`src/rtl/core/fbc16_pkg.sv`:
```
// Types, tables and round functions for the 16-bit Feistel block cipher.
package fbc16_pkg;

   localparam int BLK_W = 16;
   localparam int HALF_W = 8;
   localparam int KEY_W = 16;
   localparam int SUBKEY_W = 12;
   localparam int CNT_W = 4;
   localparam int KIDX_W = 3;
   localparam int MAX_ROUNDS_DEF = 8;
   localparam int CSR_IDX_W = 1;
   localparam int CSR_DATA_W = 16;

   localparam logic [CSR_IDX_W-1:0] CSR_CIPHER_KEY = 1'b0;
   localparam logic [CSR_IDX_W-1:0] CSR_ROUND_COUNT = 1'b1;

   localparam logic [3:0] IP_TAB [16] =
      '{4'd13, 4'd9, 4'd5, 4'd1, 4'd15, 4'd11, 4'd7, 4'd3,
        4'd12, 4'd8, 4'd4, 4'd0, 4'd14, 4'd10, 4'd6, 4'd2};
   localparam logic [3:0] FP_TAB [16] =
      '{4'd11, 4'd3, 4'd15, 4'd7, 4'd10, 4'd2, 4'd14, 4'd6,
        4'd9, 4'd1, 4'd13, 4'd5, 4'd8, 4'd0, 4'd12, 4'd4};
   localparam logic [2:0] E_TAB [12] =
      '{3'd7, 3'd0, 3'd1, 3'd2, 3'd2, 3'd3, 3'd4, 3'd5, 3'd5, 3'd6, 3'd7, 3'd0};
   // P table stored zero-based.
   localparam logic [2:0] P_TAB [8] =
      '{3'd5, 3'd4, 3'd7, 3'd6, 3'd3, 3'd2, 3'd0, 3'd1};
   localparam logic [1:0] SBOX_TAB [4][4][2] = '{
      '{'{2'd0, 2'd2}, '{2'd1, 2'd3}, '{2'd3, 2'd0}, '{2'd2, 2'd1}},
      '{'{2'd0, 2'd3}, '{2'd2, 2'd0}, '{2'd1, 2'd2}, '{2'd3, 2'd1}},
      '{'{2'd1, 2'd0}, '{2'd3, 2'd2}, '{2'd2, 2'd3}, '{2'd0, 2'd1}},
      '{'{2'd3, 2'd2}, '{2'd1, 2'd0}, '{2'd1, 2'd0}, '{2'd2, 2'd3}}};
   localparam logic [3:0] PC1_TAB [14] =
      '{4'd6, 4'd4, 4'd11, 4'd5, 4'd1, 4'd2, 4'd0,
        4'd14, 4'd12, 4'd13, 4'd9, 4'd3, 4'd10, 4'd8};
   localparam logic [3:0] PC2_TAB [12] =
      '{4'd6, 4'd4, 4'd2, 4'd5, 4'd0, 4'd1, 4'd12, 4'd13, 4'd10, 4'd9, 4'd11, 4'd7};
   localparam logic [1:0] SHIFT_TAB [8] =
      '{2'd1, 2'd2, 2'd2, 2'd1, 2'd1, 2'd2, 2'd2, 2'd1};

   typedef struct packed {
      logic [HALF_W-1:0] left;
      logic [HALF_W-1:0] right;
      logic              decrypt;
   } stage_data_type;

   function automatic logic [BLK_W-1:0] perm_ip(input logic [BLK_W-1:0] src);
      logic [BLK_W-1:0] r;
      for (int i = 0; i < BLK_W; i++) r[i] = src[IP_TAB[i]];
      return r;
   endfunction

   function automatic logic [BLK_W-1:0] perm_fp(input logic [BLK_W-1:0] src);
      logic [BLK_W-1:0] r;
      for (int i = 0; i < BLK_W; i++) r[i] = src[FP_TAB[i]];
      return r;
   endfunction

   function automatic logic [6:0] rot7(input logic [6:0] h, input logic [1:0] s);
      logic [6:0] r;
      logic [3:0] idx;
      for (int i = 0; i < 7; i++) begin
         idx = 4'(i) + {2'b00, s};
         if (idx >= 4'd7) idx = idx - 4'd7;
         r[i] = h[idx[2:0]];
      end
      return r;
   endfunction

   function automatic logic [SUBKEY_W-1:0] subkey(input logic [KEY_W-1:0] key,
                                                  input logic [KIDX_W-1:0] j);
      logic [13:0] k14;
      logic [13:0] rk;
      logic [SUBKEY_W-1:0] r;
      for (int i = 0; i < 14; i++) k14[i] = key[PC1_TAB[i]];
      rk = {rot7(k14[13:7], SHIFT_TAB[j]), rot7(k14[6:0], SHIFT_TAB[j])};
      for (int i = 0; i < SUBKEY_W; i++) r[i] = rk[PC2_TAB[i]];
      return r;
   endfunction

   function automatic logic [HALF_W-1:0] round_f(input logic [HALF_W-1:0] r8,
                                                 input logic [SUBKEY_W-1:0] k12);
      logic [SUBKEY_W-1:0] x;
      logic [HALF_W-1:0] s8;
      logic [HALF_W-1:0] r;
      logic [2:0] g;
      for (int i = 0; i < SUBKEY_W; i++) x[i] = r8[E_TAB[i]];
      x = x ^ k12;
      for (int b = 0; b < 4; b++) begin
         g = x[3*b +: 3];
         s8[2*b +: 2] = SBOX_TAB[b][{g[0], g[2]}][g[1]];
      end
      for (int i = 0; i < HALF_W; i++) r[i] = s8[P_TAB[i]];
      return r;
   endfunction

endpackage

```
`src/rtl/core/feistel_block_cipher_16bit.sv`:
```
// Top level of the 16-bit DES-style Feistel block cipher pipeline.
//
// A transaction on the req_ channel carries one 16-bit block and a decrypt flag;
// each one yields exactly one transaction on the rsp_ channel with the result,
// in order. Both channels use valid/ready.
// The key and the round count are set through the csr_ write port (index 0 is
// the key, index 1 the round count, which saturates at MAX_ROUNDS). They must
// only be written while no transaction is in flight.
// The core is a chain of MAX_ROUNDS round cells, each holding one block in a
// stage register. A block moves from cell to cell through these registers in
// order, and the chain accepts one block every cycle while the receiver does
// not stall. Cells beyond the round count pass the block through unchanged, so
// latency does not depend on it.
// When the receiver stalls, the last cell holds its result and each cell keeps
// accepting until it is full; req_ready falls only once every cell holds a block.
// Reset clears all stage valid bits, sets the key to zero and the round count
// to eight; the block is ready (req_ready high) as soon as reset is released.
module feistel_block_cipher_16bit
   import fbc16_pkg::*;
#(
   parameter int MAX_ROUNDS = MAX_ROUNDS_DEF
) (
   input  logic                  clock,
   input  logic                  reset,
   input  logic                  csr_write_en,
   input  logic [CSR_IDX_W-1:0]  csr_index,
   input  logic [CSR_DATA_W-1:0] csr_wdata,
   input  logic                  req_valid,
   output logic                  req_ready,
   input  logic [BLK_W-1:0]      req_block_in,
   input  logic                  req_decrypt,
   output logic                  rsp_valid,
   input  logic                  rsp_ready,
   output logic [BLK_W-1:0]      rsp_block_out
);

   logic [KEY_W-1:0]  cipher_key_ff;
   logic [CNT_W-1:0]  round_count_ff;
   logic [CNT_W-1:0]  rounds;
   logic [BLK_W-1:0]  ip_out;

   logic              valid_chain [MAX_ROUNDS+1];
   logic              ready_chain [MAX_ROUNDS+1];
   stage_data_type    data_chain [MAX_ROUNDS+1];

   always_ff @(posedge clock) begin
      if (reset) begin
         cipher_key_ff <= '0;
         round_count_ff <= CNT_W'(MAX_ROUNDS_DEF);
      end else if (csr_write_en) begin
         unique case (csr_index)
            CSR_CIPHER_KEY: cipher_key_ff <= csr_wdata[KEY_W-1:0];
            CSR_ROUND_COUNT: round_count_ff <= csr_wdata[CNT_W-1:0];
            default: ;
         endcase
      end
   end

   assign rounds = (round_count_ff > CNT_W'(MAX_ROUNDS)) ? CNT_W'(MAX_ROUNDS)
                                                         : round_count_ff;

   assign ip_out = perm_ip(req_block_in);
   assign valid_chain[0] = req_valid;
   assign req_ready = ready_chain[0];
   assign data_chain[0] = '{left: ip_out[HALF_W-1:0],
                            right: ip_out[BLK_W-1:HALF_W],
                            decrypt: req_decrypt};

   for (genvar g = 0; g < MAX_ROUNDS; g++) begin : g_cell
      fbc16_cell #(
         .STAGE(g)
      ) u_cell (
         .clock      (clock),
         .reset      (reset),
         .cipher_key (cipher_key_ff),
         .rounds     (rounds),
         .up_valid   (valid_chain[g]),
         .up_ready   (ready_chain[g]),
         .up_data    (data_chain[g]),
         .dn_valid   (valid_chain[g+1]),
         .dn_ready   (ready_chain[g+1]),
         .dn_data    (data_chain[g+1])
      );
   end

   assign rsp_valid = valid_chain[MAX_ROUNDS];
   assign ready_chain[MAX_ROUNDS] = rsp_ready;
   assign rsp_block_out = perm_fp({data_chain[MAX_ROUNDS].left,
                                   data_chain[MAX_ROUNDS].right});

endmodule

```
`src/rtl/core/fbc16_cell.sv`:
```
// One Feistel round cell of the pipeline with its own valid/ready stage register.
module fbc16_cell
   import fbc16_pkg::*;
#(
   parameter int STAGE = 0
) (
   input  logic                 clock,
   input  logic                 reset,
   input  logic [KEY_W-1:0]     cipher_key,
   input  logic [CNT_W-1:0]     rounds,
   input  logic                 up_valid,
   output logic                 up_ready,
   input  stage_data_type       up_data,
   output logic                 dn_valid,
   input  logic                 dn_ready,
   output stage_data_type       dn_data
);

   logic                valid_ff;
   logic                valid_in;
   stage_data_type      data_ff;
   stage_data_type      data_in;
   logic                active;
   logic [CNT_W-1:0]    kidx_full;
   logic [KIDX_W-1:0]   kidx;
   logic [HALF_W-1:0]   f_out;

   assign up_ready = !valid_ff || dn_ready;
   assign valid_in = up_ready ? up_valid : valid_ff;

   always_comb begin
      active = CNT_W'(STAGE) < rounds;
      kidx_full = up_data.decrypt ? (rounds - CNT_W'(1) - CNT_W'(STAGE)) : CNT_W'(STAGE);
      kidx = kidx_full[KIDX_W-1:0];
      f_out = round_f(up_data.right, subkey(cipher_key, kidx));
      data_in = up_data;
      if (active) begin
         data_in.left = up_data.right;
         data_in.right = up_data.left ^ f_out;
      end
   end

   always_ff @(posedge clock) begin
      if (reset) begin
         valid_ff <= 1'b0;
      end else begin
         valid_ff <= valid_in;
      end
   end

   always_ff @(posedge clock) begin
      if (up_ready && up_valid) begin
         data_ff <= data_in;
      end
   end

   assign dn_valid = valid_ff;
   assign dn_data = data_ff;

endmodule
```
`config.mk`:
```
export PLATFORM = sky130hd
export DESIGN_NAME = feistel_block_cipher_16bit
export DESIGN_NICKNAME = d
export VERILOG_FILES = /design/src/rtl/core/fbc16_pkg.sv /design/src/rtl/core/feistel_block_cipher_16bit.sv /design/src/rtl/core/fbc16_cell.sv
export SDC_FILE = /design/constraint.sdc
export NUM_CORES = 1
export LEC_CHECK = 0
export BUFFER_PORTS_ARGS = -buffer_cell sky130_fd_sc_hd__buf_4
export CELL_PAD_IN_SITES_DETAIL_PLACEMENT = 1
export CELL_PAD_IN_SITES_GLOBAL_PLACEMENT = 1
export CORE_MARGIN = 3
export CORE_UTILIZATION = 46
export DETAILED_ROUTE_END_ITERATION = 8
export GPL_TIMING_DRIVEN = 0
export PLACE_DENSITY_LB_ADDON = 0.1
export REMOVE_ABC_BUFFERS = 1
export SLEW_MARGIN = 20
export SYNTH_ARGS = -nofsm -noshare
export SYNTH_HDL_FRONTEND = slang
export SYNTH_HIERARCHICAL = 1
export SYNTH_SLANG_ARGS = --single-unit
```
`constraint.sdc`:
```
create_clock -name clock -period 5.3 [get_ports clock]
set_clock_uncertainty 0.1 [all_clocks]
set_input_delay 0.53 -clock clock [delete_from_list [all_inputs] [get_ports clock]]
set_output_delay 0.53 -clock clock [all_outputs]
set_load 0.01 [all_outputs]
```
==> results_tabular.tex <==
\begin{tabular}{lr}
\hline
Metric & Value \\
\hline
\multicolumn{2}{l}{\textbf{Floorplan}} \\
\quad Number of placed I/O pins & 57 \\
\quad Chip Width & 185 µm \\
\quad Die height & 185 µm \\
\quad Initial standard-cell utilization of the core & 46.8\% \\
\quad Die Area & 34400 µm² \\
\quad Core box area & 31600 µm² \\
\quad Num rows & 65 \\
\multicolumn{2}{l}{\textbf{Worst setup path}} \\
\quad Kind of end point of the critical path & register \\
\quad CP arrival & 5.14 ns \\
\quad Library cell contributing the largest single delay on the critical path & sky130\_fd\_sc\_hd\_\_dfxtp\_4 \\
\quad Critical path, cell by cell & nor2b\_4, buf\_16, inv\_1, ha\_1, xor2\_4, nand2\_1, ha\_4, mux4\_2, o21ai\_0, xnor2\_1, inv\_1, ha\_1, o211ai\_1, o21ai\_0, or3b\_1 \\
\quad Sort of element at the start of the critical path & register \\
\quad Buffers and inverters on the worst path & 3 \\
\quad Critical path class & register to register \\
\quad Top fanout value on the critical path & 33 \\
\quad Data required time at the worst endpoint & 5.38 ns \\
\quad Stage delay of the slowest cell on the critical path & 0.52 ns \\
\quad Top Family by Delay on Critical Path & adder cells \\
\multicolumn{2}{l}{\textbf{Route}} \\
\quad Detail-routed via count per cell & 6.11 \\
\quad Average wire length per cell after detail routing & 23.2 µm \\
\quad Remaining design rule violation count & 0 \\
\quad Wirelength, routed & 44200 µm \\
\quad Router iterations before antenna repair & 6 \\
\quad Count of vias placed by the detailed router & 11600 \\
\quad Number of nets with antenna violations after detailed routing & 0 \\
\quad Starting DRC count in detailed routing & 856 \\
\multicolumn{2}{l}{\textbf{Logic synthesis}} \\
\quad Number of warnings printed during yosys synthesis & 6 \\
\quad Per-instance average area after synthesis & 10.1 µm² \\
\quad Post-synthesis cell count & 1473 \\
\quad Area of the mapped netlist & 14800 µm² \\
\multicolumn{2}{l}{\textbf{Timing}} \\
\quad Max-slew headroom at the worst pin & 40.3\% \\
\quad Peak clock frequency supported by timing & 198 MHz \\
\quad Final cycle utilization of the critical path & 95.5\% \\
\quad Post-layout min period & 5.06 ns \\
\quad Final Hold Vio Count & 0 \\
\quad Post-route worst hold slack & 0.216 ns \\
\quad Final setup slack of the worst path & 0.239 ns \\
\quad Worst Max-Slew Pin Slew & 0.896 ns \\
\quad Unrepaired setup endpoints after global routing & false \\
\quad Final count of pins violating max slew & 0 \\
\quad Number of failing setup endpoints in the final timing report & 0 \\
\multicolumn{2}{l}{\textbf{Clocking}} \\
\quad Clk slew on worst S/H paths & 0.07 ns \\
\quad CTS Buffer Depth & 2 \\
\quad Clk root buf & sky130\_fd\_sc\_hd\_\_clkbuf\_16 \\
\quad Clock buffers created by TritonCTS & 17 \\
\quad Clk sinks & 161 \\
\quad Clock insertion delay at the later pin of the skew report & 0.45 ns \\
\quad Clock tree from TritonCTS & yes \\
\quad Deepest level of the CTS H-tree & 4 \\
\multicolumn{2}{l}{\textbf{Power and ir drop}} \\
\quad Leakage & 0.00611 µW \\
\quad Proportion of total power due to net switching & 30.8\% \\
\quad Design internal power & 2520 µW \\
\quad Gate power share & 24.7\% \\
\quad Pwr dens & 222 nW/µm² \\
\quad Sequential Power Share & 43.1\% \\
\quad IR Drop Worst-Case VDD & 0.000214 V \\
\quad Total power after layout & 3640 µW \\
\quad Part of the power in the clock network & 32.3\% \\
\quad Net switching power & 1120 µW \\
\multicolumn{2}{l}{\textbf{Placement}} \\
\quad Setup Slack @ Placement & -0.352 ns \\
\quad Half-perimeter wire length after detailed placement & 31500 µm \\
\quad Input/output buffers & 54 \\
\quad Final weighted congestion of routability-driven global placement & 0.805 \\
\multicolumn{2}{l}{\textbf{GRT}} \\
\quad Via count of the first global-routing pass & 12000 \\
\quad Maximum number of pins on one net before global-route repair & 41 \\
\quad Overall Global Routing Usage & 26.1\% \\
\quad Number of antenna violations at the first check in global routing & 0 \\
\quad GRT Residual Overflow & 0 \\
\quad Wire length of the first global-routing pass & 69300 µm \\
\multicolumn{2}{l}{\textbf{Cells and area}} \\
\quad Area added between synthesis and finish & 10.7\% \\
\quad Number of fill cells in the layout & 3445 \\
\quad Fraction of final layout cells with drive strength greater than 1 & 18.8\% \\
\quad Antenna Cells & 0 \\
\quad Net count of the finished layout & 1602 \\
\multicolumn{2}{l}{\textbf{Flow run}} \\
\quad Number of violations of the max-capacitance limit & 0 \\
\multicolumn{2}{l}{\textbf{Hold path}} \\
\quad HP Class & input port to register \\
\multicolumn{2}{l}{\textbf{Run status}} \\
\quad Outcome & finished, final reports clean \\
\hline
\end{tabular}
==> final timing paths <==
path | from | to | slack [ns] | cells past startpoint
setup / recovery | round_count_ff[3] | g_cell[4].u_cell/dn_data[5] | 0.24 | 15
hold / removal | req_decrypt | g_cell[0].u_cell/dn_data[0] | 0.22 | 1
setup reg to reg | round_count_ff[3] | g_cell[4].u_cell/dn_data[5] | 0.24 | 15
hold reg to reg | g_cell[2].u_cell/dn_valid | g_cell[3].u_cell/dn_valid | 0.37 | 2
==> timing repair <==
action                     CTS  global route
resized for setup            3             2
cloned                       0             0
hold buffers                 0             0
setup buffers                0             1
pin swaps                    0             0
setup endpoints to repair    2             1
==> sequential cells by signal (all words and copies together) (netlist names) <==
name	count
cipher_key_ff	14
g_cell.u_cell/dn_data	135
g_cell.u_cell/dn_valid	8
round_count_ff	4
==> cell usage in the layout (no fill, tap or decap), types with 49 or more instances in the layout <==
master and instances:
sky130_fd_sc_hd__a21oi_1 49, sky130_fd_sc_hd__buf_4 56, sky130_fd_sc_hd__edfxtp_1 135, sky130_fd_sc_hd__ha_1 71
sky130_fd_sc_hd__inv_1 57, sky130_fd_sc_hd__mux2i_1 139, sky130_fd_sc_hd__nand2_1 190, sky130_fd_sc_hd__nor2_1 51
sky130_fd_sc_hd__o21ai_0 50, sky130_fd_sc_hd__xnor2_1 98
==> metal layers <==
layer	vias to the layer above	global-route usage, %	part of all wire [%]
met5	-	0	0
met1	5882	33.7	43
met3	55	3.53	3.9
met2	288	46.3	51
met4	0	6.84	1.7
li1	5424	-	-
==> power groups by stage <==
stage / clock, µW / sequential [µW] / combinational [µW]
after floorplan: 0 / 1560 / 625
after global placement: 0 / 1630 / 794
after detailed placement: 0 / 1600 / 891
after CTS: 1200 / 1570 / 898
after global routing: 1250 / 1580 / 990
final: 1180 / 1570 / 898
==> stage by stage <==
| stage | area, µm² | setup TNS [ns] | util [%] | std cells |
|---|---|---|---|---|
| after CTS | 16400 | 0 | 51.7 | 1904 |
| after floorplan | 14400 | -0.551 | - | 1397 |
| after global placement | 15300 | -80.64 | 48.4 | 1853 |
| after detailed placement | 15800 | -0.421 | 50.0 | 1872 |
| final | 16400 | 0 | 51.8 | 1905 |
| after global routing | 16400 | 0 | 51.8 | 1905 |
==> final cells by class <==
class                   count  area [µm²]  area share [%]
clock buffers              22         467            2.85
clock inverters            10        75.1           0.458
inverters                  66         268            1.63
multi-input cells        1170        9640            58.8
flip-flops and latches    161        4600            28.0
well taps                 402         503            3.07
repair buffers             74         846            5.16
Note: power is estimated with default switching activity, not from simulation.
